$ cat src/hdl/sbp_pkg.sv
//==============================================================================
// sbp_pkg
// Shared types and constants for the spanning tree BPDU frame parser.
//==============================================================================
`default_nettype none

package sbp_pkg;

    typedef struct packed {
        logic [7:0] frame_byte;
        logic       last_byte;
    } in_word_t;

    typedef struct packed {
        logic [1:0]  bpdu_kind;
        logic [63:0] sender_bridge;
        logic [63:0] root_bridge;
        logic [31:0] root_path_cost;
        logic [15:0] port_ident;
        logic [2:0]  port_state;
        logic        topo_change;
        logic [47:0] source_mac;
    } out_word_t;

    // classified BPDU handed from parser to output stage
    typedef struct packed {
        logic [1:0]  kind;
        logic [63:0] sender_bridge;
        logic [63:0] root_bridge;
        logic [31:0] root_path_cost;
        logic [15:0] port_ident;
        logic        rstp_version;
        logic [7:0]  flags;
        logic [47:0] source_mac;
    } q_entry_t;

    localparam logic [1:0] KIND_CONFIG = 2'd0;
    localparam logic [1:0] KIND_RSTP   = 2'd1;
    localparam logic [1:0] KIND_TCN    = 2'd2;

    localparam logic [2:0] STATE_FORWARDING = 3'd0;
    localparam logic [2:0] STATE_LEARNING   = 3'd1;
    localparam logic [2:0] STATE_BLOCKING   = 3'd2;
    localparam logic [2:0] STATE_DISCARDING = 3'd3;
    localparam logic [2:0] STATE_TCN        = 3'd4;

    localparam logic [7:0] LLC_SAP       = 8'h42;
    localparam logic [7:0] LLC_CTRL      = 8'h03;
    localparam logic [7:0] BPDU_PROTOCOL = 8'h00;
    localparam logic [7:0] TYPE_CONFIG   = 8'h00;
    localparam logic [7:0] TYPE_RSTP     = 8'h02;
    localparam logic [7:0] TYPE_TCN      = 8'h80;
    localparam logic [7:0] VERSION_RSTP  = 8'h02;

    // byte offsets within the frame
    localparam logic [5:0] POS_SRC_FIRST  = 6'd6;
    localparam logic [5:0] POS_SRC_LAST   = 6'd11;
    localparam logic [5:0] POS_LLC_DSAP   = 6'd14;
    localparam logic [5:0] POS_LLC_SSAP   = 6'd15;
    localparam logic [5:0] POS_LLC_CTRL   = 6'd16;
    localparam logic [5:0] POS_PROTO_HI   = 6'd17;
    localparam logic [5:0] POS_PROTO_LO   = 6'd18;
    localparam logic [5:0] POS_VERSION    = 6'd19;
    localparam logic [5:0] POS_TYPE       = 6'd20;
    localparam logic [5:0] POS_FLAGS      = 6'd21;
    localparam logic [5:0] POS_ROOT_FIRST = 6'd22;
    localparam logic [5:0] POS_ROOT_LAST  = 6'd29;
    localparam logic [5:0] POS_COST_FIRST = 6'd30;
    localparam logic [5:0] POS_COST_LAST  = 6'd33;
    localparam logic [5:0] POS_BRG_FIRST  = 6'd34;
    localparam logic [5:0] POS_BRG_LAST   = 6'd41;
    localparam logic [5:0] POS_PORT_FIRST = 6'd42;
    localparam logic [5:0] POS_PORT_LAST  = 6'd43;
    localparam logic [5:0] POS_MAX        = 6'd63;

    // last-byte position of the shortest acceptable frames (21 and 52 bytes)
    localparam logic [5:0] POS_MIN_TCN    = 6'd20;
    localparam logic [5:0] POS_MIN_CONFIG = 6'd51;

    function automatic logic [7:0] dest_byte(input logic [2:0] i);
        logic [7:0] b;
        case (i)
            3'd0:    b = 8'h01;
            3'd1:    b = 8'h80;
            3'd2:    b = 8'hc2;
            default: b = 8'h00;
        endcase
        return b;
    endfunction

    function automatic logic [2:0] rstp_port_state(input logic [7:0] f);
        logic [2:0] s;
        if (f[5]) begin
            s = STATE_FORWARDING;
        end else if (f[4]) begin
            s = STATE_LEARNING;
        end else if (f[3:2] == 2'b11) begin
            s = STATE_BLOCKING;
        end else begin
            s = STATE_DISCARDING;
        end
        return s;
    endfunction

endpackage

`default_nettype wire

$ cat src/hdl/sbp_front.sv
//==============================================================================
// sbp_front
// Byte parser: tracks position, checks header, collects BPDU fields and
// classifies the frame on its last byte.
//==============================================================================
`default_nettype none

module sbp_front
    import sbp_pkg::*;
(
    input  wire logic     aclk,
    input  wire logic     aresetn,
    input  wire logic     s_valid,
    output logic          s_ready,
    input  wire in_word_t s_data,
    output logic          q_push,
    output q_entry_t      q_entry,
    input  wire logic     q_full
);

    logic [5:0]  pos_reg,    pos_next;
    logic        hdr_ok_reg, hdr_ok_next;
    logic [47:0] src_reg,    src_next;
    logic [7:0]  ver_reg,    ver_next;
    logic [7:0]  type_reg,   type_next;
    logic [7:0]  flag_reg,   flag_next;
    logic [63:0] root_reg,   root_next;
    logic [31:0] cost_reg,   cost_next;
    logic [63:0] brg_reg,    brg_next;
    logic [15:0] port_reg,   port_next;

    logic       accept;
    logic [7:0] b;
    logic       mismatch;
    logic       hdr_ok_now;
    logic       is_tcn;
    logic       is_cfg;

    assign s_ready = !q_full;
    assign accept  = s_valid && s_ready;
    assign b       = s_data.frame_byte;

    always_comb begin
        mismatch = 1'b0;
        if (pos_reg < POS_SRC_FIRST) begin
            mismatch = (b != dest_byte(pos_reg[2:0]));
        end else if (pos_reg == POS_LLC_DSAP || pos_reg == POS_LLC_SSAP) begin
            mismatch = (b != LLC_SAP);
        end else if (pos_reg == POS_LLC_CTRL) begin
            mismatch = (b != LLC_CTRL);
        end else if (pos_reg == POS_PROTO_HI || pos_reg == POS_PROTO_LO) begin
            mismatch = (b != BPDU_PROTOCOL);
        end
    end

    assign hdr_ok_now = hdr_ok_reg && !mismatch;

    always_comb begin
        src_next  = src_reg;
        ver_next  = ver_reg;
        type_next = type_reg;
        flag_next = flag_reg;
        root_next = root_reg;
        cost_next = cost_reg;
        brg_next  = brg_reg;
        port_next = port_reg;
        if (pos_reg >= POS_SRC_FIRST && pos_reg <= POS_SRC_LAST) begin
            src_next = {src_reg[39:0], b};
        end
        if (pos_reg == POS_VERSION) begin
            ver_next = b;
        end
        if (pos_reg == POS_TYPE) begin
            type_next = b;
        end
        if (pos_reg == POS_FLAGS) begin
            flag_next = b;
        end
        if (pos_reg >= POS_ROOT_FIRST && pos_reg <= POS_ROOT_LAST) begin
            root_next = {root_reg[55:0], b};
        end
        if (pos_reg >= POS_COST_FIRST && pos_reg <= POS_COST_LAST) begin
            cost_next = {cost_reg[23:0], b};
        end
        if (pos_reg >= POS_BRG_FIRST && pos_reg <= POS_BRG_LAST) begin
            brg_next = {brg_reg[55:0], b};
        end
        if (pos_reg >= POS_PORT_FIRST && pos_reg <= POS_PORT_LAST) begin
            port_next = {port_reg[7:0], b};
        end
    end

    always_comb begin
        if (s_data.last_byte) begin
            pos_next    = '0;
            hdr_ok_next = 1'b1;
        end else begin
            pos_next    = (pos_reg == POS_MAX) ? pos_reg : pos_reg + 6'd1;
            hdr_ok_next = hdr_ok_now;
        end
    end

    // type byte is taken from the current byte when the frame ends on it
    assign is_tcn = hdr_ok_now && (pos_reg >= POS_MIN_TCN) && (type_next == TYPE_TCN);
    assign is_cfg = hdr_ok_now && (pos_reg >= POS_MIN_CONFIG)
                    && (type_next == TYPE_CONFIG || type_next == TYPE_RSTP);

    assign q_push = accept && s_data.last_byte && (is_tcn || is_cfg);

    always_comb begin
        q_entry.source_mac = src_reg;
        if (is_tcn) begin
            q_entry.kind           = KIND_TCN;
            q_entry.sender_bridge  = '0;
            q_entry.root_bridge    = '0;
            q_entry.root_path_cost = '0;
            q_entry.port_ident     = '0;
            q_entry.rstp_version   = 1'b0;
            q_entry.flags          = '0;
        end else begin
            q_entry.kind           = (type_next == TYPE_RSTP) ? KIND_RSTP : KIND_CONFIG;
            q_entry.sender_bridge  = brg_reg;
            q_entry.root_bridge    = root_reg;
            q_entry.root_path_cost = cost_reg;
            q_entry.port_ident     = port_reg;
            q_entry.rstp_version   = (ver_reg == VERSION_RSTP);
            q_entry.flags          = flag_reg;
        end
    end

    always_ff @(posedge aclk) begin
        if (!aresetn) begin
            pos_reg    <= '0;
            hdr_ok_reg <= 1'b1;
        end else if (accept) begin
            pos_reg    <= pos_next;
            hdr_ok_reg <= hdr_ok_next;
        end
    end

    always_ff @(posedge aclk) begin
        if (accept) begin
            src_reg  <= src_next;
            ver_reg  <= ver_next;
            type_reg <= type_next;
            flag_reg <= flag_next;
            root_reg <= root_next;
            cost_reg <= cost_next;
            brg_reg  <= brg_next;
            port_reg <= port_next;
        end
    end

endmodule

`default_nettype wire

$ cat src/hdl/sbp_queue.sv
//==============================================================================
// sbp_queue
// Two-entry queue of classified BPDUs between parser and output stage.
//==============================================================================
`default_nettype none

module sbp_queue
    import sbp_pkg::*;
(
    input  wire logic     aclk,
    input  wire logic     aresetn,
    input  wire logic     push,
    input  wire q_entry_t wr_entry,
    output logic          full,
    input  wire logic     pop,
    output logic          not_empty,
    output q_entry_t      rd_entry
);

    q_entry_t   slot_reg [2];
    logic       wr_ptr_reg, wr_ptr_next;
    logic       rd_ptr_reg, rd_ptr_next;
    logic [1:0] count_reg,  count_next;
    logic       do_push;
    logic       do_pop;

    assign full      = (count_reg == 2'd2);
    assign not_empty = (count_reg != 2'd0);
    assign do_push   = push && !full;
    assign do_pop    = pop && not_empty;
    assign rd_entry  = slot_reg[rd_ptr_reg];

    always_comb begin
        wr_ptr_next = wr_ptr_reg ^ do_push;
        rd_ptr_next = rd_ptr_reg ^ do_pop;
        count_next  = count_reg + {1'b0, do_push} - {1'b0, do_pop};
    end

    always_ff @(posedge aclk) begin
        if (!aresetn) begin
            wr_ptr_reg <= 1'b0;
            rd_ptr_reg <= 1'b0;
            count_reg  <= '0;
        end else begin
            wr_ptr_reg <= wr_ptr_next;
            rd_ptr_reg <= rd_ptr_next;
            count_reg  <= count_next;
        end
    end

    always_ff @(posedge aclk) begin
        if (do_push) begin
            slot_reg[wr_ptr_reg] <= wr_entry;
        end
    end

endmodule

`default_nettype wire

$ cat src/hdl/sbp_back.sv
//==============================================================================
// sbp_back
// Output stage: decodes port state and flag, holds the result word.
//==============================================================================
`default_nettype none

module sbp_back
    import sbp_pkg::*;
(
    input  wire logic     aclk,
    input  wire logic     aresetn,
    input  wire logic     q_not_empty,
    input  wire q_entry_t q_entry,
    output logic          q_pop,
    output logic          m_valid,
    input  wire logic     m_ready,
    output out_word_t     m_data
);

    logic      valid_reg;
    out_word_t data_reg, data_next;

    assign q_pop   = q_not_empty && (!valid_reg || m_ready);
    assign m_valid = valid_reg;
    assign m_data  = data_reg;

    always_comb begin
        data_next.bpdu_kind      = q_entry.kind;
        data_next.sender_bridge  = q_entry.sender_bridge;
        data_next.root_bridge    = q_entry.root_bridge;
        data_next.root_path_cost = q_entry.root_path_cost;
        data_next.port_ident     = q_entry.port_ident;
        data_next.source_mac     = q_entry.source_mac;
        if (q_entry.kind == KIND_TCN) begin
            data_next.port_state  = STATE_TCN;
            data_next.topo_change = 1'b1;
        end else begin
            data_next.port_state  = q_entry.rstp_version ? rstp_port_state(q_entry.flags)
                                                         : STATE_FORWARDING;
            data_next.topo_change = q_entry.flags[0];
        end
    end

    always_ff @(posedge aclk) begin
        if (!aresetn) begin
            valid_reg <= 1'b0;
        end else if (!valid_reg || m_ready) begin
            valid_reg <= q_not_empty;
        end
    end

    always_ff @(posedge aclk) begin
        if (q_pop) begin
            data_reg <= data_next;
        end
    end

endmodule

`default_nettype wire

$ cat src/hdl/stp_bpdu_frame_parser.sv
//==============================================================================
// stp_bpdu_frame_parser
// Spanning tree BPDU parser: one Ethernet frame byte per word in, one
// record per valid Config, RSTP or TCN BPDU out.
//
// Input channel s_: frame bytes from the destination MAC onward, with
// last_byte marking the end of frame. One word is taken per clock while s_ready is high.
// Output channel m_: one word per valid BPDU, nothing for other frames.
// Result path: the record is written to the queue at the edge that accepts the
// last byte, then loaded into the output register, raising m_valid, once that
// register is empty or m_ready is high.
// Throughput: one byte per cycle while the queue is not full (s_ready high).
// Stall: a two-entry queue sits between parser and output register; with
// m_ready low, s_ready drops only once the queue holds two records, i.e.
// after three pending records.
// Reset (aresetn low, synchronous): byte position and header check are
// cleared, queue and output register emptied; the next byte starts a frame.
//==============================================================================
`default_nettype none

module stp_bpdu_frame_parser
    import sbp_pkg::*;
(
    input  wire logic      aclk,
    input  wire logic      aresetn,
    input  wire logic      s_valid,
    output logic           s_ready,
    input  wire in_word_t  s_data,
    output logic           m_valid,
    input  wire logic      m_ready,
    output out_word_t      m_data
);

    logic     q_push;
    logic     q_full;
    logic     q_pop;
    logic     q_not_empty;
    q_entry_t q_wr_entry;
    q_entry_t q_rd_entry;

    sbp_front u_front (
        .aclk    (aclk),
        .aresetn (aresetn),
        .s_valid (s_valid),
        .s_ready (s_ready),
        .s_data  (s_data),
        .q_push  (q_push),
        .q_entry (q_wr_entry),
        .q_full  (q_full)
    );

    sbp_queue u_queue (
        .aclk      (aclk),
        .aresetn   (aresetn),
        .push      (q_push),
        .wr_entry  (q_wr_entry),
        .full      (q_full),
        .pop       (q_pop),
        .not_empty (q_not_empty),
        .rd_entry  (q_rd_entry)
    );

    sbp_back u_back (
        .aclk        (aclk),
        .aresetn     (aresetn),
        .q_not_empty (q_not_empty),
        .q_entry     (q_rd_entry),
        .q_pop       (q_pop),
        .m_valid     (m_valid),
        .m_ready     (m_ready),
        .m_data      (m_data)
    );

endmodule

`default_nettype wire

$ cat config.mk
export PLATFORM = sky130hd
export DESIGN_NAME = stp_bpdu_frame_parser
export DESIGN_NICKNAME = d
export VERILOG_FILES = /design/src/hdl/sbp_pkg.sv /design/src/hdl/sbp_front.sv /design/src/hdl/sbp_queue.sv /design/src/hdl/sbp_back.sv /design/src/hdl/stp_bpdu_frame_parser.sv
export SDC_FILE = /design/constraint.sdc
export NUM_CORES = 1
export LEC_CHECK = 0
export BUFFER_PORTS_ARGS = -buffer_cell sky130_fd_sc_hd__clkbuf_2
export CORE_UTILIZATION = 45
export DETAILED_ROUTE_END_ITERATION = 10
export PLACE_DENSITY = 0.74
export SYNTH_ARGS = -nofsm -noshare
export SYNTH_HDL_FRONTEND = slang
export SYNTH_SLANG_ARGS = --single-unit
$ cat constraint.sdc
create_clock -name aclk -period 12.3 [get_ports aclk]
set_input_delay 0.615 -clock aclk [delete_from_list [all_inputs] [get_ports aclk]]
set_output_delay 0.615 -clock aclk [all_outputs]
set_load 0.005 [all_outputs]
Word level (Yosys, flattened, before mapping)

Memories as Yosys holds them, arrays and structs flattened. A register that Yosys moved wholly into a read port is not among the register bits.
Index checks and enable logic that the tools add are counted.

Register bits: 490
Bits in writable memories: 470
Bits of input ports: 13
Output and inout bits: 232
Word-level logic and storage cells: 122
Memories kept: 1

Memories:

| memory           | words | width | read ports | clocked after Yosys merged registers in | write ports | line            | RTL |
|---|---|---|---|---|---|---|---|
| u_queue.slot_reg | 2     | 235   | 1          | 1                                       | 1           | sbp_queue.sv:20 | `q_entry_t slot_reg [2];` |

Add/subtract/negate cells: 3
$lt $le $gt $ge: 13
Equality and inequality tests: 21
Muxes and demuxes: 19
Bitwise logic cells: 3
Reductions and logical operators: 38

Operator list:

| kind                  | number |
|---|---|
| $mux W187             | 1 |
| $eq A6 B5 Y1 const B  | 6 |
| $pmux W8 S3           | 1 |
| $ge A6 B5 Y1 const B  | 3 |
| $ge A6 B6 Y1 const B  | 3 |
| $le A6 B6 Y1 const B  | 3 |
| $eq A8 B2 Y1 const B  | 2 |
| $logic_and A1 B1 Y1   | 16 |
| $mux W8               | 2 |
| $reduce_and A2 Y1     | 8 |
| $eq A6 B4 Y1 const B  | 2 |
| $mux W6               | 2 |
| $mux W1               | 10 |
| $mux W3               | 3 |
| $eq A8 B8 Y1 const B  | 1 |
| $logic_not A8 Y1      | 1 |
| $ne A8 B2 Y1 const B  | 1 |
| $ne A8 B7 Y1 const B  | 1 |
| $ne A8 B8 Y1          | 1 |
| $reduce_bool A8 Y1    | 1 |
| $add A6 B1 Y6 const B | 1 |
| $eq A2 B2 Y1 const B  | 3 |
| $eq A6 B6 Y1 const B  | 1 |
| $ge A6 B3 Y1 const B  | 1 |
| 16 further kinds      | 23 |

Longest topological paths before layout

Depth after elaboration: 15
Depth in mapped cells: 11
Depth with buffers taken out: 11

Modules after synthesis

Synthesis repeated with hierarchy kept, for this count alone.

Cells, all modules: 1,573
Area total of the unflattened synthesis: 34,580.7 sq um

By module, submodules not included:

| module    | instances | cells an instance | area each (sq um) |
|---|---|---|---|
| sbp_queue | 1         | 756               | 17,828.3 |
| sbp_front | 1         | 578               | 9,753.1 |
| sbp_back  | 1         | 239               | 6,999.2 |

Worst setup path before layout

OpenSTA, ideal clock, no wires.

Path type: input -> register
Start: input m_ready
End: register u_queue.count_reg[1]
Library setup time: 0.115 ns
Arrival: 12.161 ns
Data required time: 12.185 ns
Slack: 0.024 ns
Cell stages on the path: 8
Buffers on the path: 0
Path through: nor2b_1 -> nor2_1 -> ha_1 -> inv_1 -> ha_1 -> xnor2_1 -> xnor2_1 -> and2_1

Word-level cells in the longest chain between the ends: 4

Ends and longest elaborated chain:

| what                 | line                        | RTL |
|---|---|---|
| start, declared      | stp_bpdu_frame_parser.sv:30 | `input wire logic m_ready,` |
| $logic_or A1 B1 Y1   | sbp_back.sv:23              | `assign q_pop = q_not_empty && (!valid_reg \|\| m_ready);` |
| $logic_and A1 B1 Y1  | sbp_back.sv:23              |  |
| via q_pop            | stp_bpdu_frame_parser.sv:36 | `logic q_pop;` |
| $logic_and A1 B1 Y1  | sbp_queue.sv:30             | `assign do_pop = pop && not_empty;` |
| $sub A2 B1 Y2        | sbp_queue.sv:36             | `count_next = count_reg + {1'b0, do_push} - {1'b0, do_pop};` |
| end signal, assigned | sbp_queue.sv:47             | `count_reg <= count_next;` |
| end, declared        | sbp_queue.sv:23             | `logic [1:0] count_reg, count_next;` |

The timed path passes the listed nets, and every way through them passes these cells.
A chain may end at the register's enable or synchronous reset.

Worst setup path after layout

Start: register u_front.pos_reg[4]
End: memory u_queue.slot_reg[0][177] (netlist name), enable pin

Word-level cells in the longest chain between the ends: 15
Elaborated cells between the ends (all ways): 31
Those cells by class: order compare (3); eq/ne (8); mux (7); reduce/logical (13)

Ends and longest elaborated chain:

| what                                   | line                               | RTL |
|---|---|---|
| start, declared                        | sbp_front.sv:21                    | `logic [5:0] pos_reg, pos_next;` |
| start signal, assigned                 | sbp_front.sv:136                   | `pos_reg <= pos_next;` |
| $eq A6 B5 Y1                           | sbp_front.sv:51                    | `end else if (pos_reg == POS_PROTO_HI \|\| pos_reg == POS_PROTO_LO) begin` |
| $logic_or A1 B1 Y1                     | sbp_front.sv:51                    |  |
| $mux W1                                | sbp_front.sv:51                    |  |
| $mux W1                                | sbp_front.sv:49                    | `end else if (pos_reg == POS_LLC_CTRL) begin` |
| $mux W1                                | sbp_front.sv:47                    | `end else if (pos_reg == POS_LLC_DSAP \|\| pos_reg == POS_LLC_SSAP) begin` |
| $mux W1                                | sbp_front.sv:45                    | `if (pos_reg < POS_SRC_FIRST) begin` |
| $logic_not A1 Y1                       | sbp_front.sv:56                    | `assign hdr_ok_now = hdr_ok_reg && !mismatch;` |
| $logic_and A1 B1 Y1                    | sbp_front.sv:56                    |  |
| $logic_and A1 B1 Y1 (on tied branches) | sbp_front.sv:104, sbp_front.sv:105 |  |
| $logic_and A1 B1 Y1 (on tied branches) | sbp_front.sv:104, sbp_front.sv:106 |  |
| $logic_or A1 B1 Y1 *                   | sbp_front.sv:108                   | `assign q_push = accept && s_data.last_byte && (is_tcn \|\| is_cfg);` |
| $logic_and A1 B1 Y1 *                  | sbp_front.sv:108                   |  |
| $logic_and A1 B1 Y1 *                  | sbp_queue.sv:29                    | `assign do_push = push && !full;` |
| $mux W1 *                              | sbp_queue.sv:52                    | `if (do_push) begin` |
| $mux W1 (implied by the code) *        | sbp_queue.sv:53                    | `slot_reg[wr_ptr_reg] <= wr_entry;` |
| end, declared                          | sbp_queue.sv:20                    |  |

Mark *: on every way between the ends. The rest lies on a longest branch, timed or not.

==> metrics.csv <==
metric;value;unit
Peak VDD IR;0.1233;mV
crit path max-delay cell type;a2111oi_2;
period utilization;46.41;%
I/O Pins;245;
DP Wirelength;36200;microns
area fraction of the dominant cell type after synthesis;84.39;%
Setup TNS;0;ps
DR vias;14732;
slowest cell delay on critical path;960;ps
CTS tree;yes;
htree depth;3;
Overall Power;6251;uW
Post-Layout Cell Count;2905;
synthesized flop and latch total;952;
reg2reg setup slack;6590;ps
Clk pwr share;43.6;%
asr flop ratio synth;0;%
Avg Inst Size Synth;21.28;sq um
Congestion Overflow GR;0;
DRT iter0 DRCs;1204;
die width;274.5;microns
Mapped Cells;1570;
row count;99;
Num CTS Buffers;92;
post-CTS resize count;0;
Synth area leaders;edfxtp_1, mux2_2, and2_1;
Syn-to-layout area delta;16.05;%
CTS sink cnt;952;
vias in the first global route;14707;
status;finished, violations left;
fin nets;1893;
max cap viols;0;
CP dominant cell by count;buf_4;
P per Cell Area;161.2;mW/mm^2
Fin Hold WS;327.0;ps
Routed WL;61040;microns
First-pass DRT Iterations;10;
Startpoint Class;flip-flop;
clk buf depth;3;
most common cell in the synthesized netlist;edfxtp_1;
clock transition at the registers of the reported paths;60;ps
worst-margin pin slew;1100;ps
Crit Path Category;flip-flop to flip-flop;
Layout Utilization;52.97;%
total internal power;5060;uW
share of cells above drive strength 1;32.68;%
sw power;1191;uW
vias per cell;5.071;
register area share after synthesis;85.17;%
antenna violations before repair;4;
max reg flops;464;
Fmax;0.1752;GHz
final count of negative-setup-slack endpoints;0;
Post-synth top cells;edfxtp_1, mux2_2, and2_1;
Clock Root Buffer;clkbuf_16;
GP Congestion;0.7849;
critical path peak fanout;70;
CP Buf/Inv Count;2;
CP Data Required Time;12540;ps
Comb pwr share;0.3;%
die boundary height;274.5;microns
Hold Violations, Final;0;
CP Launch Point;u_front.pos_reg[4];
leading area contributor after synthesis;edfxtp_1;
port bufs;244;
Arrival @ worst endpoint;5950;ps
HP Start;aresetn;
RSZ-0062 raised after global routing;no;
Clk Latency, worst-skew pair;660;ps
distinct cell type count after synthesis;46;
Wirelength per Cell;21.01;microns
fillers;5511;
Worst path depth;8;
cell family with most CP delay;buffers and inverters;
largest net degree at the start of global routing;115;
Reg-to-Reg End;u_queue.slot_reg[0][177];
number of synthesized flops with an enable pin;939;
leak pwr;0.01267;uW
Antenna Cells;0;
DRC violations left;18;
Core Box Area;0.07321;sq mm
clock skew;44.78;ps
initial core utilization;45.64;%
Die ar.;0.07534;sq mm
Setup Buffers After CTS;0;
crit path capture type;flip-flop;
hold-fix buffer count after cts;0;
Cell Area, Synth;0.03341;sq mm
switch share;19.06;%
ys flop type;edfxtp_1;
Worst Reg2Reg Path Length in Cells;8;
first-pass GRT wire length;89640;microns
FF-to-FF Start;u_front.pos_reg[4];
Slew Limit Fails;0;
Detail Route Antenna Nets;0;
yosys warns;0;
Hold WC Path Type;primary input to flip-flop;
placed insts;2736;
syn nets;1592;
max_slew headroom;26.48;%
Total Routing Usage GR;16.04;%
crit path cell chain;nor3b_1 -> and3_1 -> and3b_1 -> o21ai_0 -> a2111oi_2 -> ha_4 -> buf_4 -> buf_4;
failing checks;DRC;
sequential share of power;56.2;%
CP endpoint;u_queue.slot_reg[0][177];
minimum clock period;5708;ps
-- power groups by stage --
stage / Combinational (uW) / Clock [uW] / Sequential [uW]
floorplan: 6.59 / 0 / 3580
global placement: 14.9 / 0 / 3580
detailed placement: 16.2 / 0 / 3580
CTS: 16.3 / 2790 / 3510
global route: 18.1 / 2920 / 3510
finish: 16.5 / 2720 / 3510
-- cells in the final DEF (no fill, tap or decap), drive strengths merged, types with 7 or more instances in the layout --
cell type,count
edfxtp,939
clkbuf,358
mux2,234
and2,187
clkinv,41
nor2,22
buf,17
inv,14
nand2,13
dfxtp,13
ha,9
nor3,7
bufinv,7
-- routing by layer --
| metal | GRT usage, % | part of all wire (%) |
|---|---|---|
| met1 | 21.88 | 43 |
| met2 | 25.38 | 48 |
| met3 | 3.030 | 5.4 |
| met4 | 6.637 | 3.0 |
| met5 | 0 | 0.031 |
-- stage by stage --
stage	area (sq um)	setup WS, ps
3_5_place_dp	35820	6546
2_1_floorplan	33410	23.97
6_report	38780	6592
5_1_grt	38780	6229
3_3_place_gp	35820	6753
4_1_cts	38780	6515
-- how the worst min path moves through the flow --
stage	to	slack (ps)	depth (start not counted)
after floorplan	u_front.brg_reg[10]	420	0
after global placement	u_front.brg_reg[57]	420	0
after detailed placement	u_front.root_reg[26]	430	0
after CTS	u_front.hdr_ok_reg	290	2
after global routing	u_front.flag_reg[2]	340	1
final	u_front.hdr_ok_reg	330	2
-- area by class of cell --
cell class | instances | area (sq um) | area share (%)
inverter | 11 | 41.29 | 0.1065
multi-input combinational | 553 | 4766 | 12.29
tap | 959 | 1200 | 3.094
clock buffer | 114 | 2395 | 6.176
clock inverter | 55 | 564.3 | 1.455
sequential | 952 | 28460 | 73.40
timing repair buffer | 261 | 1349 | 3.478
-- cell families (layout without fill, tap and decap cells) --
family,after synthesis,count (layout),synth area share [%]
fa+ha+maj,9,9,0.3370
compound gates,27,27,0.5730
simple gates,274,274,4.996
xor+xnor,7,7,0.1835
flops,952,952,85.17
mux,236,236,7.946
buf+inv,65,441,0.7939
(Power assumes the default switching activity.)
